`src/sv/http_chunked_body_decoder_assert.svh`:
```
// ----------------------------------------------------------------------------
// Chunked body decoder assertion macros
// Concurrent checks that compile away when NO_ASSERTIONS is set.
// ----------------------------------------------------------------------------
`ifndef HTTP_CHUNKED_BODY_DECODER_ASSERT_SVH
`define HTTP_CHUNKED_BODY_DECODER_ASSERT_SVH

`ifndef NO_ASSERTIONS

// Check that prop holds at every clock edge outside reset.
`define CHBD_ASSERT(lbl, clk, rst, prop, msg) \
  lbl: assert property (@(posedge clk) disable iff (rst) prop) else $error(msg);

// Check that expr never holds outside reset.
`define CHBD_NEVER(lbl, clk, rst, expr, msg) \
  lbl: assert property (@(posedge clk) disable iff (rst) !(expr)) else $error(msg);

`else

`define CHBD_ASSERT(lbl, clk, rst, prop, msg)
`define CHBD_NEVER(lbl, clk, rst, expr, msg)

`endif

`endif

```
`src/sv/chbd_pkg.sv`:
```
// ----------------------------------------------------------------------------
// Chunked body decoder package
// Shared types and byte codes for the front, back and top modules.
// ----------------------------------------------------------------------------
package chbd_pkg;

  typedef enum logic [2:0] {
    PH_SIZE_FIRST,
    PH_SIZE_MORE,
    PH_SIZE_LF,
    PH_DATA,
    PH_DATA_CR,
    PH_DATA_LF,
    PH_FINAL_CR,
    PH_FINAL_LF
  } phase_t;

  localparam logic [1:0] ST_PAYLOAD = 2'd0;
  localparam logic [1:0] ST_DONE    = 2'd1;
  localparam logic [1:0] ST_ERROR   = 2'd2;

  localparam logic [7:0] BYTE_CR = 8'h0D;
  localparam logic [7:0] BYTE_LF = 8'h0A;

  localparam logic [31:0] LIMIT_RESET = 32'hFFFF_FFFF;
  localparam logic [31:0] LENGTH_MAX  = 32'hFFFF_FFFF;

  // Classified input byte, as handed from front to back.
  typedef struct packed {
    logic [7:0] data;
    logic       hex_ok;
    logic [3:0] hex_val;
    logic       is_cr;
    logic       is_lf;
  } byte_class_t;

  // One result transaction.
  typedef struct packed {
    logic [7:0]  data_byte;
    logic [1:0]  status;
    logic [31:0] body_length;
  } result_t;

endpackage

```
`src/sv/chbd_front.sv`:
```
// ----------------------------------------------------------------------------
// Chunked body decoder front end
// Classify each raw byte: hex digit value, CR, LF.
// ----------------------------------------------------------------------------
module chbd_front (
  input  logic [7:0]          in_byte,
  output chbd_pkg::byte_class_t cls
);

  always_comb begin
    cls.data    = in_byte;
    cls.is_cr   = (in_byte == chbd_pkg::BYTE_CR);
    cls.is_lf   = (in_byte == chbd_pkg::BYTE_LF);
    cls.hex_ok  = 1'b0;
    cls.hex_val = 4'd0;
    if (in_byte >= 8'h30 && in_byte <= 8'h39) begin
      cls.hex_ok  = 1'b1;
      cls.hex_val = 4'(in_byte - 8'h30);
    end else if (in_byte >= 8'h61 && in_byte <= 8'h66) begin
      cls.hex_ok  = 1'b1;
      cls.hex_val = 4'(in_byte - 8'h57);
    end else if (in_byte >= 8'h41 && in_byte <= 8'h46) begin
      cls.hex_ok  = 1'b1;
      cls.hex_val = 4'(in_byte - 8'h37);
    end
  end

endmodule

```
`src/sv/chbd_fifo.sv`:
```
// ----------------------------------------------------------------------------
// Chunked body decoder queue
// Two-entry queue; push and pop in the same cycle sustain one per cycle, but a push is refused while full.
// ----------------------------------------------------------------------------
module chbd_fifo #(
  parameter int WIDTH = 8
) (
  input  logic             clk,
  input  logic             rst,
  input  logic             wr_en,
  input  logic [WIDTH-1:0] wr_data,
  output logic             full,
  input  logic             rd_en,
  output logic [WIDTH-1:0] rd_data,
  output logic             empty
);

  logic [WIDTH-1:0] slot [2];
  logic             wp;
  logic             rp;
  logic [1:0]       count;
  logic             do_wr;
  logic             do_rd;

  assign full    = (count == 2'd2);
  assign empty   = (count == 2'd0);
  assign do_wr   = wr_en && !full;
  assign do_rd   = rd_en && !empty;
  assign rd_data = slot[rp];

  always_ff @(posedge clk) begin
    if (rst) begin
      wp    <= 1'b0;
      rp    <= 1'b0;
      count <= 2'd0;
    end else begin
      if (do_wr) wp <= !wp;
      if (do_rd) rp <= !rp;
      unique case ({do_wr, do_rd})
        2'b10:   count <= count + 2'd1;
        2'b01:   count <= count - 2'd1;
        default: count <= count;
      endcase
    end
  end

  always_ff @(posedge clk) begin
    if (do_wr) slot[wp] <= wr_data;
  end

endmodule

```
`src/sv/chbd_back.sv`:
```
// ----------------------------------------------------------------------------
// Chunked body decoder back end
// Run the chunk framing state machine on classified bytes.
// ----------------------------------------------------------------------------
`include "http_chunked_body_decoder_assert.svh"

module chbd_back #(
  parameter int SIZE_BITS = 32
) (
  input  logic                  clk,
  input  logic                  rst,
  input  logic                  cfg_wen,
  input  logic [31:0]           cfg_wdata,
  input  logic                  in_valid,
  input  chbd_pkg::byte_class_t in_cls,
  output logic                  in_take,
  input  logic                  out_full,
  output logic                  out_push,
  output chbd_pkg::result_t     out_item
);

  localparam int LW = ((SIZE_BITS > 32) ? SIZE_BITS : 32) + 4;
  localparam logic [LW-1:0] RANGE = {{(LW-SIZE_BITS){1'b0}}, {SIZE_BITS{1'b1}}};

  chbd_pkg::phase_t      phase;
  chbd_pkg::phase_t      phase_next;
  logic [31:0]           size_limit;
  logic [SIZE_BITS-1:0]  size_acc;
  logic [SIZE_BITS-1:0]  size_acc_next;
  logic [SIZE_BITS-1:0]  remaining;
  logic [SIZE_BITS-1:0]  remaining_next;
  logic [31:0]           total_length;
  logic [31:0]           total_length_next;
  logic [LW-1:0]         acc_shifted;
  logic [LW-1:0]         lim_w;
  logic [LW-1:0]         eff_limit;
  logic                  over;
  logic                  bad;

  assign in_take     = in_valid && !out_full;
  assign acc_shifted = LW'({size_acc, in_cls.hex_val});
  assign lim_w       = LW'(size_limit);
  assign eff_limit   = (lim_w < RANGE) ? lim_w : RANGE;
  assign over        = (acc_shifted > eff_limit);

  // Flag a byte that does not fit the current phase
  always_comb begin
    unique case (phase)
      chbd_pkg::PH_SIZE_FIRST: bad = !in_cls.hex_ok || over;
      chbd_pkg::PH_SIZE_MORE:  bad = in_cls.hex_ok ? over : !in_cls.is_cr;
      chbd_pkg::PH_SIZE_LF:    bad = !in_cls.is_lf;
      chbd_pkg::PH_DATA:       bad = 1'b0;
      chbd_pkg::PH_DATA_CR:    bad = !in_cls.is_cr;
      chbd_pkg::PH_DATA_LF:    bad = !in_cls.is_lf;
      chbd_pkg::PH_FINAL_CR:   bad = !in_cls.is_cr;
      chbd_pkg::PH_FINAL_LF:   bad = !in_cls.is_lf;
      default:                 bad = 1'b1;
    endcase
  end

  // Next phase
  always_comb begin
    phase_next = phase;
    if (bad) begin
      phase_next = chbd_pkg::PH_SIZE_FIRST;
    end else begin
      unique case (phase)
        chbd_pkg::PH_SIZE_FIRST,
        chbd_pkg::PH_SIZE_MORE: begin
          phase_next = in_cls.hex_ok ? chbd_pkg::PH_SIZE_MORE : chbd_pkg::PH_SIZE_LF;
        end
        chbd_pkg::PH_SIZE_LF: begin
          phase_next = (size_acc == '0) ? chbd_pkg::PH_FINAL_CR : chbd_pkg::PH_DATA;
        end
        chbd_pkg::PH_DATA: begin
          if (remaining <= SIZE_BITS'(1)) phase_next = chbd_pkg::PH_DATA_CR;
        end
        chbd_pkg::PH_DATA_CR:  phase_next = chbd_pkg::PH_DATA_LF;
        chbd_pkg::PH_DATA_LF:  phase_next = chbd_pkg::PH_SIZE_FIRST;
        chbd_pkg::PH_FINAL_CR: phase_next = chbd_pkg::PH_FINAL_LF;
        chbd_pkg::PH_FINAL_LF: phase_next = chbd_pkg::PH_SIZE_FIRST;
        default:               phase_next = chbd_pkg::PH_SIZE_FIRST;
      endcase
    end
  end

  // Datapath updates and result
  always_comb begin
    size_acc_next        = size_acc;
    remaining_next       = remaining;
    total_length_next    = total_length;
    out_push             = 1'b0;
    out_item.data_byte   = 8'd0;
    out_item.status      = chbd_pkg::ST_PAYLOAD;
    out_item.body_length = 32'd0;
    if (bad) begin
      size_acc_next   = '0;
      remaining_next  = '0;
      out_push        = in_take;
      out_item.status = chbd_pkg::ST_ERROR;
    end else begin
      unique case (phase)
        chbd_pkg::PH_SIZE_FIRST,
        chbd_pkg::PH_SIZE_MORE: begin
          if (in_cls.hex_ok) size_acc_next = acc_shifted[SIZE_BITS-1:0];
        end
        chbd_pkg::PH_SIZE_LF: begin
          if (size_acc != '0) remaining_next = size_acc;
          size_acc_next = '0;
        end
        chbd_pkg::PH_DATA: begin
          if (total_length != chbd_pkg::LENGTH_MAX) total_length_next = total_length + 32'd1;
          if (remaining != '0) remaining_next = remaining - SIZE_BITS'(1);
          out_push           = in_take;
          out_item.data_byte = in_cls.data;
        end
        chbd_pkg::PH_FINAL_LF: begin
          total_length_next    = 32'd0;
          out_push             = in_take;
          out_item.status      = chbd_pkg::ST_DONE;
          out_item.body_length = total_length;
        end
        default: begin
          size_acc_next = size_acc;
        end
      endcase
    end
  end

  always_ff @(posedge clk) begin
    if (rst) begin
      phase        <= chbd_pkg::PH_SIZE_FIRST;
      size_limit   <= chbd_pkg::LIMIT_RESET;
      size_acc     <= '0;
      remaining    <= '0;
      total_length <= 32'd0;
    end else begin
      if (cfg_wen) size_limit <= cfg_wdata;
      if (in_take) begin
        phase        <= phase_next;
        size_acc     <= size_acc_next;
        remaining    <= remaining_next;
        total_length <= total_length_next;
      end
    end
  end

  `CHBD_NEVER(a_status_code, clk, rst, out_push && out_item.status != chbd_pkg::ST_PAYLOAD && out_item.status != chbd_pkg::ST_DONE && out_item.status != chbd_pkg::ST_ERROR, "undefined status pushed")
  `CHBD_ASSERT(a_data_emits, clk, rst, (in_take && phase == chbd_pkg::PH_DATA) |-> (out_push && out_item.status == chbd_pkg::ST_PAYLOAD), "payload byte not passed out")
  `CHBD_ASSERT(a_done_clears, clk, rst, (out_push && out_item.status == chbd_pkg::ST_DONE) |=> (total_length == 32'd0 && phase == chbd_pkg::PH_SIZE_FIRST), "body end did not clear length")
  `CHBD_NEVER(a_push_needs_take, clk, rst, out_push && !in_take, "result pushed without a consumed byte")

endmodule

```
`src/sv/http_chunked_body_decoder.sv`:
```
// Throughput: one byte per cycle, sustained while the result queue is not full; the front
// queue and the result queue each take one transaction per cycle while the framing state
// machine steps once per byte.
// Reset (rst, synchronous, active high): empties both queues, returns the framer to
// the first size digit, clears the running length and sets size_limit to 0xFFFFFFFF.
// ----------------------------------------------------------------------------
// HTTP chunked body decoder
// Front end classifies bytes into a short queue; the back end runs the chunk
// framing and pushes payload, body-complete and error results into an output
// queue read through empty/pop.
// ----------------------------------------------------------------------------
module http_chunked_body_decoder #(
  parameter int SIZE_BITS = 32
) (
  input  logic        clk,
  input  logic        rst,
  // Byte input, queue style
  input  logic        push,
  output logic        full,
  input  logic [7:0]  in_byte,
  // Result output, queue style
  output logic        empty,
  input  logic        pop,
  output logic [7:0]  data_byte,
  output logic [1:0]  status,
  output logic [31:0] body_length,
  // size_limit register write
  input  logic        cfg_wen,
  input  logic [31:0] cfg_wdata
);

  localparam int CLS_W = $bits(chbd_pkg::byte_class_t);
  localparam int RES_W = $bits(chbd_pkg::result_t);

  chbd_pkg::byte_class_t cls_in;
  chbd_pkg::byte_class_t cls_head;
  logic                  mid_empty;
  logic                  mid_take;
  logic                  res_full;
  logic                  res_push;
  chbd_pkg::result_t     res_in;
  chbd_pkg::result_t     res_head;

  // Classify the raw byte on the way in
  chbd_front u_front (
    .in_byte (in_byte),
    .cls     (cls_in)
  );

  // Hold classified bytes between front and back; full here stalls the sender
  chbd_fifo #(
    .WIDTH (CLS_W)
  ) u_mid_q (
    .clk     (clk),
    .rst     (rst),
    .wr_en   (push),
    .wr_data (cls_in),
    .full    (full),
    .rd_en   (mid_take),
    .rd_data (cls_head),
    .empty   (mid_empty)
  );

  // Advance the framing state machine one byte per transaction
  chbd_back #(
    .SIZE_BITS (SIZE_BITS)
  ) u_back (
    .clk       (clk),
    .rst       (rst),
    .cfg_wen   (cfg_wen),
    .cfg_wdata (cfg_wdata),
    .in_valid  (!mid_empty),
    .in_cls    (cls_head),
    .in_take   (mid_take),
    .out_full  (res_full),
    .out_push  (res_push),
    .out_item  (res_in)
  );

  // Hold results until the consumer pops them
  chbd_fifo #(
    .WIDTH (RES_W)
  ) u_res_q (
    .clk     (clk),
    .rst     (rst),
    .wr_en   (res_push),
    .wr_data (res_in),
    .full    (res_full),
    .rd_en   (pop),
    .rd_data (res_head),
    .empty   (empty)
  );

  assign data_byte   = res_head.data_byte;
  assign status      = res_head.status;
  assign body_length = res_head.body_length;

endmodule
```
`config.mk`:
```
export PLATFORM = sky130hd
export DESIGN_NAME = http_chunked_body_decoder
export DESIGN_NICKNAME = d
export VERILOG_FILES = /design/src/sv/chbd_pkg.sv /design/src/sv/chbd_front.sv /design/src/sv/chbd_fifo.sv /design/src/sv/chbd_back.sv /design/src/sv/http_chunked_body_decoder.sv
export VERILOG_INCLUDE_DIRS = /design/src /design/src/sv
export SDC_FILE = /design/constraint.sdc
export NUM_CORES = 1
export LEC_CHECK = 0
export BUFFER_PORTS_ARGS = -buffer_cell sky130_fd_sc_hd__clkbuf_2
export CORE_MARGIN = 4
export CORE_UTILIZATION = 30
export CTS_BUF_LIST = sky130_fd_sc_hd__clkbuf_4
export CTS_CLUSTER_DIAMETER = 150
export CTS_CLUSTER_SIZE = 14
export DETAILED_ROUTE_END_ITERATION = 8
export PLACE_DENSITY_LB_ADDON = 0.12
export SLEW_MARGIN = 0
export SYNTH_ARGS = -nofsm -noshare
export SYNTH_HDL_FRONTEND = slang
export SYNTH_SLANG_ARGS = --single-unit
export TNS_END_PERCENT = 5
```
`constraint.sdc`:
```
create_clock -name clk -period 6.4 [get_ports clk]
set_input_delay 0.64 -clock clk [delete_from_list [all_inputs] [get_ports clk]]
set_output_delay 0.64 -clock clk [all_outputs]
set_load 0.005 [all_outputs]
```
After elaboration in Yosys (flattened, before gate mapping)
Memory sizes are Yosys's and may differ from the RTL's. A register that Yosys moved wholly into a read port is not among the register bits.
Cells that the tools add are included.
{"block": "word_totals", "out_inout_bits": 44, "n_memories": 2, "ram_bits": 114, "inputBits": 45, "register_bits": 139, "elab_cells": 130}
{"memory": "u_res_q.slot", "words": 2, "width": 42, "read_ports": 1, "rd_clocked_by_memory_dff": 1, "write_ports": 1, "line": "chbd_fifo.sv:18", "rtl": "logic [WIDTH-1:0] slot [2];"}
{"memory": "u_mid_q.slot", "words": 2, "width": 15, "read_ports": 1, "rd_clocked_by_memory_dff": 1, "write_ports": 1, "line": "chbd_fifo.sv:18"}
{"block": "classes", "mux": 37, "add_sub_neg": 9, "bitwise": 1, "eq_ne": 21, "reduce_logical": 40, "magnitude_cmp": 9}
{"op": "32-bit two-way mux", "n": 8}
{"op": "32-bit case mux with 2 select lines", "n": 3}
{"op": "32-bit nonzero test", "n": 2}
{"op": "36-bit greater-than comparator", "n": 1}
{"op": "33-bit two-way mux", "n": 1}
{"op": "32-bit by 1-bit adder with 32-bit output, second input constant", "n": 1}
{"op": "32-bit by 1-bit <= comparator with 1-bit output, second input constant", "n": 1}
{"op": "32-bit logical NOT", "n": 1}
{"op": "32-bit < comparator, second input constant", "n": 1}
{"op": "32-bit inequality test, second input constant", "n": 1}
{"op": "32-bit by 1-bit subtractor with 32-bit output, second input constant", "n": 1}
{"op": "3-bit case mux with 6 select lines", "n": 1}
{"op": "8-bit by 4-bit equality test with 1-bit output, second input constant", "n": 2}
{"op": "8-bit by 7-bit greater-or-equal comparator with 1-bit output, second input constant", "n": 2}
{"op": "8-bit by 7-bit <= comparator with 1-bit output, second input constant", "n": 2}
{"op": "8-bit two-way mux", "n": 2}
{"op": "5-bit two-way mux", "n": 3}
{"op": "3-bit equality test, second input constant", "n": 4}
{"op": "3-bit by 1-bit inequality test with 1-bit output, second input constant", "n": 4}
{"op": "1-bit logical NOT", "n": 11}
{"op": "1-bit two-way mux", "n": 11}
{"op": "3-bit two-way mux", "n": 3}
{"op": "2-bit equality test, second input constant", "n": 4}
{"op": "8-bit by 6-bit greater-or-equal comparator with 1-bit output, second input constant", "n": 1}
{"op": "24 further kinds", "n": 46}

Depth between registers and ports, before layout
Gate-level depths: netlist of the first run.
{"block": "depth", "depth_word": 9, "ltp_mapped": 18, "ltp_nobuf": 14}

Modules after synthesis
Synthesis of the first run repeated with hierarchy kept, for this count alone.
{"block": "unflattened", "hier_cells": 1250, "hier_area_um2": 12415.7}
{"module": "chbd_back", "cells_per_inst": 981, "area_each_um2": 7577.3, "instances": 1}
{"module": "chbd_fifo at u_res_q", "cells_per_inst": 157, "area_each_um2": 3243.1, "instances": 1}
{"module": "chbd_fifo at u_mid_q", "cells_per_inst": 73, "area_each_um2": 1305.0, "instances": 1}
{"module": "chbd_front", "cells_per_inst": 38, "area_each_um2": 286.5, "instances": 1}
{"module": "http_chunked_body_decoder", "cells_per_inst": 1, "area_each_um2": 3.8, "instances": 1}

Worst setup path after synthesis of the first run
Ideal clock, no wire load.
{"block": "synth_timing", "path_kind": "reg-to-reg", "startpoint": "reg (tool-made name)", "endpoint": "mem u_res_q.slot[0][0] (netlist name) (enable)", "setup_slack_ns": 0.175, "required_ns": 5.895, "setup_time_ns": 0.505, "arrival_time_ns": 5.720, "stages_incl_launch_ff": 12, "path_cell_list": "dfxtp_1 -> buf_2 -> buf_1 -> mux2_2 -> ha_1 -> nand2_1 -> o21a_1 -> o21ai_0 -> nor3_1 -> o21a_1 -> clkbuf_1 -> a211oi_1"}
{"item": "to (decl)", "line": "chbd_fifo.sv:18"}

==> results.sh, run 1 <==
export IMPL_die_w_um=213
export IMPL_wl_um=33300
export IMPL_start_kind="flop"
export IMPL_boundaryPins=89
export IMPL_root_buffer="clkbuf_4"
export IMPL_synth_seq_area_share_pct=49.8
export IMPL_peakVddDrop_v=0.000154
export IMPL_syn_cell_area_mm2=0.0126
export IMPL_post_cts_buffers=0
export IMPL_io_buffers=88
export IMPL_seq_area_mm2=0.00625
export IMPL_cellPowerDensity_mw_per_mm2=275
export IMPL_crit_path_top_delay_cell="dfxtp_1"
export IMPL_finalSetupTns_ps=0
export IMPL_tritoncts="yes"
export IMPL_maxSlewViolCount=0
export IMPL_grt_first_pass_wirelength_um=53600
export IMPL_core_area_mm2=0.0411
export IMPL_grt_pass1_vias=9424
export IMPL_post_synth_top_count_cell="nand2_1"
export IMPL_clk_pin_slew_ps=160
export IMPL_syn_inst=1292
export IMPL_multi_input_area_mm2=0.00567
export IMPL_critPathArrivalTime_ps=5370
export IMPL_ctsHoldBuffers=0
export IMPL_slowest_delay_ps=950
export IMPL_end_kind="flop"
export IMPL_fill_cells=4354
export IMPL_cp_num_buf_inv=2
export IMPL_async_flop_share_pct=0
export IMPL_hold_ws_ps=143
export IMPL_finalCriticalPeriod_ps=4730
export IMPL_outcome="finished, final reports clean"
export IMPL_critPathMaxFanout=34
export IMPL_synth_area_per_cell_um2=9.72
export IMPL_setup_violations=0
export IMPL_die_area_mm2=0.0452
export IMPL_antenna_found_initial=1
export IMPL_worst_hold_path_type="primary input to flop"
export IMPL_cts_sinks=255
export IMPL_clock_latency_ps=710
export IMPL_path_class="flop to flop"
export IMPL_yosysTopAreaCell="edfxtp_1"
export IMPL_critPathTopFamily="compound AO/OA/AOI/OAI gates"
export IMPL_wire_per_inst_um=17.6
export IMPL_clock_skew_final_ps=47.4
export IMPL_nets=1428
export IMPL_maxCapViolCount=0
export IMPL_clk_path_buf_depth=3
export IMPL_cts_buffers=22
export IMPL_synth_commonest_cells="nand2_1, dfxtp_1, edfxtp_1"
export IMPL_antenna_left=0
export IMPL_area_growth_pct=9.98
export IMPL_grt_max_degree=70
export IMPL_drc_errors=0
export IMPL_cp_required_ps=7050
export IMPL_ys_top_cells_by_area="edfxtp_1, dfxtp_1, nand2_1, mux2_2, ha_1"
export IMPL_rows=74
export IMPL_drive_gt1_share_pct=16.1
export IMPL_yosys_warnings=0
export IMPL_synthesis_nets=1378
export IMPL_max_slew_margin_pct=22.6
export IMPL_vias=9685
export IMPL_worst_pin_slew_ps=1160
export IMPL_ys_ff_latch=255
export IMPL_dieHeight_um=213
export IMPL_drtIter0Drc=496
export IMPL_rsz0062_at_grt="false"
export IMPL_viasPerCell=5.13
export IMPL_power_static_leakage_nw=5.27
export IMPL_htreeDepth=1
export IMPL_hold_viol=0
export IMPL_start_util_pct=30.5
export IMPL_cts_resized=0
export IMPL_overflow=0
export IMPL_synth_cell_types=63
export IMPL_track_usage_pct=14.6
export IMPL_place_congestion=0.767
export IMPL_synth_edff_count=114
export IMPL_post_dp_hpwl_um=22300
export IMPL_fmax_mhz=212
export IMPL_synth_top_cell_area_share_pct=27.3
export IMPL_synth_ff_type="dfxtp_1"
export IMPL_dr_pass1_iters=5
export IMPL_layout_worst_path_cycle_share_pct=73.9
export IMPL_crit_chain="mux2_2 > ha_1 > a21oi_1 > o21a_1 > o21ai_0 > nor3_1 > buf_4 > o21a_1 > inv_1 > o21ai_0 > ha_1 > or3_1 > a21oi_1"
power by group:
group / switching, mW / total [mW] / leakage [nW] / internal [mW]
sequential: 0.118 / 2.05 / 2.20 / 1.93
clock: 0.539 / 0.823 / 0.177 / 0.284
combinational: 0.565 / 0.931 / 2.89 / 0.366
cells in the final DEF, fill, tap and decap left out, drive strengths merged, types with 13 or more instances in the layout:
| cell | n |
|---|---|
| o211ai | 53 |
| buf | 19 |
| and3 | 48 |
| inv | 89 |
| ha | 41 |
| a311oi | 23 |
| o21ai | 83 |
| a31oi | 16 |
| nand3 | 43 |
| edfxtp | 114 |
| a32oi | 15 |
| a21oi | 51 |
| xnor2 | 16 |
| nor2 | 68 |
| o41ai | 13 |
| nand2 | 154 |
| nor4 | 24 |
| mux2 | 47 |
| or3 | 13 |
| clkbuf | 122 |
| dfxtp | 141 |
| nor3 | 33 |
| mux2i | 14 |
kinds of logic after synthesis:
kind of cell               Yosys count  synth area share (%)
DFF                                255                  49.8
xor gates and xnor gates            19                  1.33
buffers and inverters              172                  5.51
adders and majority gates           41                  4.09
AOI/OAI and AO/OA                  305                  16.8
and+or+nand+nor                    439                  17.2
muxes                               61                  5.33
state kept, by name, indices dropped and copies added (netlist names), 2 cells and up, named ones only:
name                 cells
u_mid_q.count            2
u_res_q.count            2
u_res_q.slot            84
u_back.size_limit       32
u_back.size_acc         32
u_back.remaining        32
u_mid_q.slot            30
u_back.phase             3
u_back.total_length     32
path summary, 6_finish.rpt:
check	startpoint	to	slack (ps)	depth (start not counted)
max reg2reg	flop	u_res_q.count[1]	1670	13
min reg2reg	u_back.size_acc[29]	u_back.size_acc[29]	500	2
min	cfg_wdata[4]	u_back.size_limit[4]	140	3
max	flop	u_res_q.count[1]	1670	13
worst register-to-register path, stage by stage (launching register included):
cell,delay [ps]
dfxtp_1,950
mux2_2,440
ha_1,310
a21oi_1,160
o21a_1,140
o21ai_0,130
nor3_1,210
buf_4,230
o21a_1,930
inv_1,140
o21ai_0,210
ha_1,280
or3_1,380
a21oi_1,140
per-stage QoR:
| step | cells | utilization [%] | total power, mW | cell area, µm² | worst slack, ps |
|---|---|---|---|---|---|
| after floorplan | 1292 | - | 2.65 | 12600 | 175 |
| after global placement | 1850 | 32.8 | 3.04 | 13500 | 1660 |
| after detailed placement | 1850 | 32.8 | 3.05 | 13500 | 1620 |
| after CTS | 1886 | 33.6 | 3.90 | 13800 | 1590 |
| after global routing | 1887 | 33.6 | 4.06 | 13800 | 1140 |
| final | 1887 | 33.6 | 3.80 | 13800 | 1670 |
cell type report:
class,count,area share [%]
Tap cell,532,4.82
Multi-Input combinational cell,865,41.0
Inverter,91,2.47
Antenna cell,1,0.0181
Timing Repair Buffer,107,4.22
Clock buffer,34,1.85
Sequential cell,255,45.2
Clock inverter,2,0.335
layer usage:
metal  up-vias  GRT usage, %  wire length [µm]
met5         -             0                 0
met4         0          3.18               569
met3        33          1.93              1320
met2       168          23.9             15400
met1      4625          20.7             16000
li1       4859             -                 -
(Power assumes the default switching activity.)
==> inputs of run 2 (changes only) <==
- ABC_AREA: default -> 1
- clock period: 6.4 -> 4 ns (I/O delays scaled with it)
==> run 2 against run 1 <==
Effect of this change:
- non-clock buffer count up 43
- critical path depth grew 11
- cell count grew 27%
- largest cell class unchanged
- worst setup slack lost 1100 ps
==> results.sh, run 2 <==
export IMPL_critPathArrivalTime_ps=4110
export IMPL_ys_ff_latch=255
export IMPL_design_area_mm2=0.0152
export IMPL_cts_sinks=255
export IMPL_seq_area_mm2=0.00625
export IMPL_start_kind="flop"
export IMPL_overflow=0
export IMPL_hold_ws_ps=175
export IMPL_worstReg2RegEnd="u_res_q.count[1]"
export IMPL_cts_buffers=22
export IMPL_ys_top_cells_by_area="edfxtp_1, dfxtp_1, nand2_1, nor2_1, a21oi_1"
export IMPL_maxSlewViolCount=0
export IMPL_synth_ff_type="dfxtp_1"
export IMPL_largest_reg_flops=84
export IMPL_syn_inst=1709
export IMPL_finalCriticalPeriod_ps=3400
export IMPL_worst_hold_path_type="primary input to flop"
export IMPL_rsz0062_at_grt="false"
export IMPL_hold_viol=0
export IMPL_r2r_slack_ps=600
export IMPL_critPathMostFrequentCell="nand2_1"
export IMPL_rr_worst_depth=24
export IMPL_crit_chain="buf_4 > inv_2 > nand2_1 > nand2_1 > ha_1 > nand2_1 > inv_1 > nand2_1 > nand2_1 > nand3_1 > nand2_1 > nor2_1 > nand2_1 > nand2_1 > nand2_1 > nand2_4 > nand2_4 > o21ai_0 > ha_1 > inv_1 > nand2_1 > nor2_1 > o21ai_0 > a21oi_1"
export IMPL_utilization_pct=34.2
export IMPL_clk_pin_slew_ps=180
export IMPL_async_flop_share_pct=0
export IMPL_cp_depth=24
export IMPL_post_dp_hpwl_um=24600
export IMPL_drc_errors=0
export IMPL_multi_input_area_mm2=0.00613
export IMPL_worst_pin_slew_ps=1150
export IMPL_p_seq_share_pct=44.0
export IMPL_boundaryPins=89
export IMPL_dieHeight_um=220
export IMPL_outcome="finished, final reports clean"
export IMPL_start_util_pct=30.4
export IMPL_dpl_cell_area_mm2=0.0145
export IMPL_post_cts_buffers=0
export IMPL_area_growth_pct=12.7
export IMPL_antenna_left=0
export IMPL_hp_start="rst"
export IMPL_syn_cell_area_mm2=0.0135
export IMPL_switchingPower_mw=3.15
export IMPL_yosysTopAreaCell="edfxtp_1"
export IMPL_die_area_mm2=0.0483
export IMPL_setup_violations=0
export IMPL_nets=1884
export IMPL_synth_seq_area_share_pct=46.4
export IMPL_layout_commonest_cell="nand2_1"
export IMPL_path_class="flop to flop"
export IMPL_max_slew_margin_pct=23.5
export IMPL_cp_required_ps=4710
export IMPL_largest_register="u_res_q.slot"
export IMPL_setup_ws_ps=598
export IMPL_cts_resized=0
export IMPL_wire_per_inst_um=15.4
export IMPL_synth_commonest_cells="nand2_1, nor2_1, inv_1"
export IMPL_rows=77
export IMPL_dr_pass1_iters=5
export IMPL_grt_max_degree=98
export IMPL_p_clk_share_pct=16.4
export IMPL_htreeDepth=1
export IMPL_clock_latency_ps=780
export IMPL_end_kind="flop"
export IMPL_io_buffers=88
export IMPL_synthesis_nets=1795
export IMPL_crit_path_top_delay_cell="o21ai_0"
export IMPL_clock_skew_final_ps=104
export IMPL_critPathTopFamily="simple AND/OR/NAND/NOR gates"
export IMPL_post_synth_top_count_cell="nand2_1"
export IMPL_fill_cells=4813
export IMPL_synth_edff_count=114
export IMPL_drtIter0Drc=623
export IMPL_die_w_um=220
export IMPL_core_area_mm2=0.0443
export IMPL_power_static_leakage_nw=6.61
export IMPL_place_congestion=0.832
export IMPL_cp_endpoint="u_res_q.count[1]"
export IMPL_finalSetupTns_ps=0
export IMPL_vias=11200
export IMPL_fmax_mhz=294
export IMPL_grt_pass1_vias=11100
export IMPL_clk_path_buf_depth=3
export IMPL_final_cell_mix="nand2_1, nor2_1, inv_1"
export IMPL_antenna_found_initial=2
export IMPL_wl_um=37000
export IMPL_peakVddDrop_v=0.000486
export IMPL_place_ws_ps=584
export IMPL_slowest_delay_ps=450
export IMPL_synth_top_cell_area_share_pct=25.4
export IMPL_root_buffer="clkbuf_4"
export IMPL_drive_gt1_share_pct=12.4
export IMPL_cp_num_buf_inv=4
export IMPL_viasPerCell=4.65
export IMPL_critPathMaxFanout=16
export IMPL_yosys_warnings=0
export IMPL_track_usage_pct=15.4
export IMPL_power_frac_comb_pct=39.6
export IMPL_synth_cell_types=45
export IMPL_layout_worst_path_cycle_share_pct=85.1
export IMPL_intPower_mw=4.82
export IMPL_cellPowerDensity_mw_per_mm2=525
export IMPL_grt_first_pass_wirelength_um=60500
export IMPL_p_sw_share_pct=39.5
export IMPL_tritoncts="yes"
export IMPL_maxCapViolCount=0
export IMPL_synth_area_per_cell_um2=7.88
## run 2: cell count changes after synthesis, sizes merged, moves of 42 or more
cell / change
nand3: +60
nand2: +177
a21oi: +93
nor2: +213
o211ai: -53
inv: +102
and3: -48
nand4: +42
## run 2: metrics by stage
step / power (mW) / cells
after floorplan: 5.71 / 1709
after detailed placement: 6.78 / 2324
after CTS: 8.17 / 2403
after global routing: 8.66 / 2404
after global placement: 6.76 / 2324
final: 7.97 / 2404
## run 2: worst min path at each step
stage / slack, ps / depth (start not counted) / to
floorplan: 430 / 1 / flop
CTS: 80 / 4 / u_back.total_length[27]
global route: 140 / 4 / u_back.total_length[27]
detailed placement: 440 / 1 / flop
global placement: 430 / 1 / flop
finish: 180 / 4 / u_back.total_length[27]
## run 2: logic make-up after synthesis
family	share of synthesized area, %
and+or+nand+nor	25.4
buffers and inverters	8.34
AOI/OAI and AO/OA	10.5
DFF	46.4
muxes	3.59
adders and majority gates	3.81
xor gates and xnor gates	2.02
## run 2: power by group through the flow
stage	clock network [mW]	registers (mW)	logic (mW)
floorplan	0	3.47	2.24
global placement	0	3.56	3.20
detailed placement	0	3.57	3.21
CTS	1.41	3.51	3.25
global route	1.50	3.56	3.60
finish	1.31	3.50	3.16
## run 2: metal layers
metal | vias to the layer above | routed length (µm) | track usage, %
met5 | - | 13 | 0
met4 | 2 | 718 | 3.85
met3 | 40 | 1260 | 1.88
met2 | 175 | 17400 | 26.0
met1 | 5165 | 17600 | 20.9
li1 | 5808 | - | -
## run 2: worst reg2reg max path: stages (launching register included)
cell and delay [ps]:
dfxtp_1 360, buf_4 220, inv_2 150, nand2_1 80, nand2_1 70, ha_1 320
nand2_1 90, inv_1 40, nand2_1 50, nand2_1 50, nand3_1 80, nand2_1 50
nor2_1 90, nand2_1 50, nand2_1 50, nand2_1 80, nand2_4 110, nand2_4 140
o21ai_0 450, ha_1 330, inv_1 80, nand2_1 60, nor2_1 110, o21ai_0 90
a21oi_1 160
## run 2: final cells by class
| cell class | instances | share of cell area [%] |
|---|---|---|
| tap | 592 | 4.88 |
| inverter | 192 | 4.75 |
| sequential | 255 | 41.2 |
| clock buffer | 35 | 1.73 |
| clock inverter | 2 | 0.165 |
| antenna | 1 | 0.0165 |
| multi-input combinational | 1177 | 40.4 |
| timing repair buffer | 150 | 6.91 |
## run 2: repair_timing
item / 4_1_cts / 5_1_grt
hold buffers: 42 / 0
hold endpoints to repair: 51 / 0
setup endpoints to repair: 0 / 0
==> inputs of run 3 (changes only) <==
- clock period: 4 -> 3.5 ns (I/O delays scaled with it)
==> run 3 against run 2 <==
Effect of this change:
- sequential share of layout area barely moved
- combinational power rose by 14%
- power rose by 14%
- cell area barely moved
- clock power rose by 12%
- utilization barely moved
- routed wire length fell by 1.3%
- sequential power rose by 15%
- first-iteration DRC count fell by 11%
- maximum frequency rose by 13%
- critical path type unchanged
==> results.sh, run 3 (synthesized netlist as in run 2, its figures left out) <==
export IMPL_setup_violations=0
export IMPL_dr_pass1_iters=5
export IMPL_largest_register="u_res_q.slot"
export IMPL_fmax_mhz=331
export IMPL_outcome="finished, final reports clean"
export IMPL_path_class="flop to flop"
export IMPL_start_util_pct=30.4
export IMPL_critPathMostFrequentCell="nand2_1"
export IMPL_viasPerCell=4.67
export IMPL_core_area_mm2=0.0443
export IMPL_dieHeight_um=220
export IMPL_crit_path_top_delay_cell="inv_2"
export IMPL_critPathArrivalTime_ps=3490
export IMPL_htreeDepth=1
export IMPL_post_dp_hpwl_um=24600
export IMPL_tritoncts="yes"
export IMPL_cts_buffers=22
export IMPL_power_total_mw=9.10
export IMPL_worst_pin_slew_ps=1160
export IMPL_crit_chain="buf_4 > nand2_1 > o21ai_0 > inv_1 > ha_1 > o21bai_1 > nand2_1 > nand2_1 > nand3_1 > nand2_1 > nor2_1 > nand2_1 > nand2_1 > nand2_1 > nand2_4 > nand2_4 > nor2_1 > inv_2 > nor2_1"
export IMPL_grt_pass1_vias=11200
export IMPL_layout_commonest_cell="nand2_1"
export IMPL_maxSlewViolCount=0
export IMPL_wire_per_inst_um=15.2
export IMPL_hold_depth=4
export IMPL_clk_pin_slew_ps=170
export IMPL_finalNonFillerCells=2406
export IMPL_clock_latency_ps=760
export IMPL_wl_um=36500
export IMPL_cellPowerDensity_mw_per_mm2=599
export IMPL_grt_max_degree=98
export IMPL_grt_first_pass_wirelength_um=59900
export IMPL_critPathMaxFanout=32
export IMPL_drive_gt1_share_pct=12.5
export IMPL_power_static_leakage_nw=6.61
export IMPL_post_cts_buffers=0
export IMPL_clock_skew_final_ps=62.8
export IMPL_hold_viol=0
export IMPL_r2r_slack_ps=480
export IMPL_die_area_mm2=0.0483
export IMPL_hold_ws_ps=178
export IMPL_hp_start="rst"
export IMPL_io_buffers=88
export IMPL_peakVddDrop_v=0.000480
export IMPL_final_cell_mix="nand2_1, nor2_1, inv_1"
export IMPL_overflow=0
export IMPL_rows=77
export IMPL_min_to="u_back.size_acc[27]"
export IMPL_root_buffer="clkbuf_4"
export IMPL_place_congestion=0.838
export IMPL_nets=1886
export IMPL_vias=11200
export IMPL_antenna_found_initial=1
export IMPL_die_w_um=220
export IMPL_dp_cells=2326
export IMPL_max_slew_margin_pct=22.6
export IMPL_rr_worst_depth=19
export IMPL_drc_errors=0
export IMPL_clk_path_buf_depth=3
export IMPL_area_growth_pct=12.8
export IMPL_rsz0062_at_grt="false"
export IMPL_start_kind="flop"
export IMPL_slowest_delay_ps=470
export IMPL_worstReg2RegEnd="u_res_q.slot[1][16]"
export IMPL_layout_worst_path_cycle_share_pct=86.3
export IMPL_cp_required_ps=3970
export IMPL_boundaryPins=89
export IMPL_worst_hold_path_type="primary input to flop"
export IMPL_maxCapViolCount=0
export IMPL_track_usage_pct=15.2
export IMPL_largest_reg_flops=84
export IMPL_cts_sinks=255
export IMPL_finalCriticalPeriod_ps=3020
export IMPL_drtIter0Drc=557
export IMPL_antenna_left=0
export IMPL_fill_cells=4829
export IMPL_end_kind="flop"
[run 3: cell types whose count changed in the layout (fill, tap and decap cells not counted), sizes merged]
cell    before  now
diode        1    2
buf         21   23
clkinv       3    2
[run 3: timing repair]
item,in CTS,in global routing
gates resized for setup,0,1
endpoints found under the setup margin,0,1
endpoints found under the hold margin,51,0
hold buffers,42,0
[run 3: stage by stage]
step,util (%),setup WS (ps),cell area (µm²),setup TNS [ps]
final,34.3,480,15200,0
after global routing,34.3,56.5,15200,0
after CTS,34.2,355,15200,0
after detailed placement,32.7,426,14500,0
after global placement,32.7,500,14500,0
after floorplan,-,-220,13500,-9320
[run 3: power by group]
group / internal, mW / total (mW) / leakage [nW] / switching (mW)
registers: 3.72 / 4.03 / 2.24 / 0.301
clock network: 0.456 / 1.47 / 0.168 / 1.01
logic: 1.34 / 3.61 / 4.21 / 2.27
[run 3: final cells by class]
type                       count  area (µm²)  share of cell area (%)
clock buffer                  35         263                    1.73
multi-input combinational   1177        6130                    40.3
antenna                        2        5.00                  0.0330
tap                          592         741                    4.88
sequential                   255        6250                    41.1
timing repair buffer         152        1060                    7.01
clock inverter                 1        16.3                   0.107
inverter                     192         721                    4.75
[run 3: how the worst max path moves through the flow]
stage | start | to | slack [ps] | depth (start not counted)
6_report | flop | u_res_q.slot[1][16] | 480 | 19
3_3_place_gp | flop | u_res_q.count[1] | 500 | 19
5_1_grt | flop | u_res_q.count[1] | 60 | 23
2_1_floorplan | flop | u_res_q.slot[1][0] | -220 | 21
3_5_place_dp | flop | u_res_q.count[1] | 430 | 19
4_1_cts | flop | u_res_q.count[1] | 350 | 19
[run 3: critical path: cells and delay by family, from the launching register on]
| kind | cells | cell delay, ps |
|---|---|---|
| simple gates | 13 | 1020 |
| buf+inv | 3 | 790 |
| flops | 1 | 450 |
| compound gates | 2 | 270 |
| fa+ha+maj | 1 | 200 |
[run 3: metal layers]
metal / up-vias / track usage, % / wire length (µm)
li1: 5811 / - / -
met2: 168 / 26.0 / 17100
met5: - / 0 / 0
met4: 0 / 3.54 / 779
met1: 5225 / 20.5 / 17400
met3: 44 / 1.99 / 1230
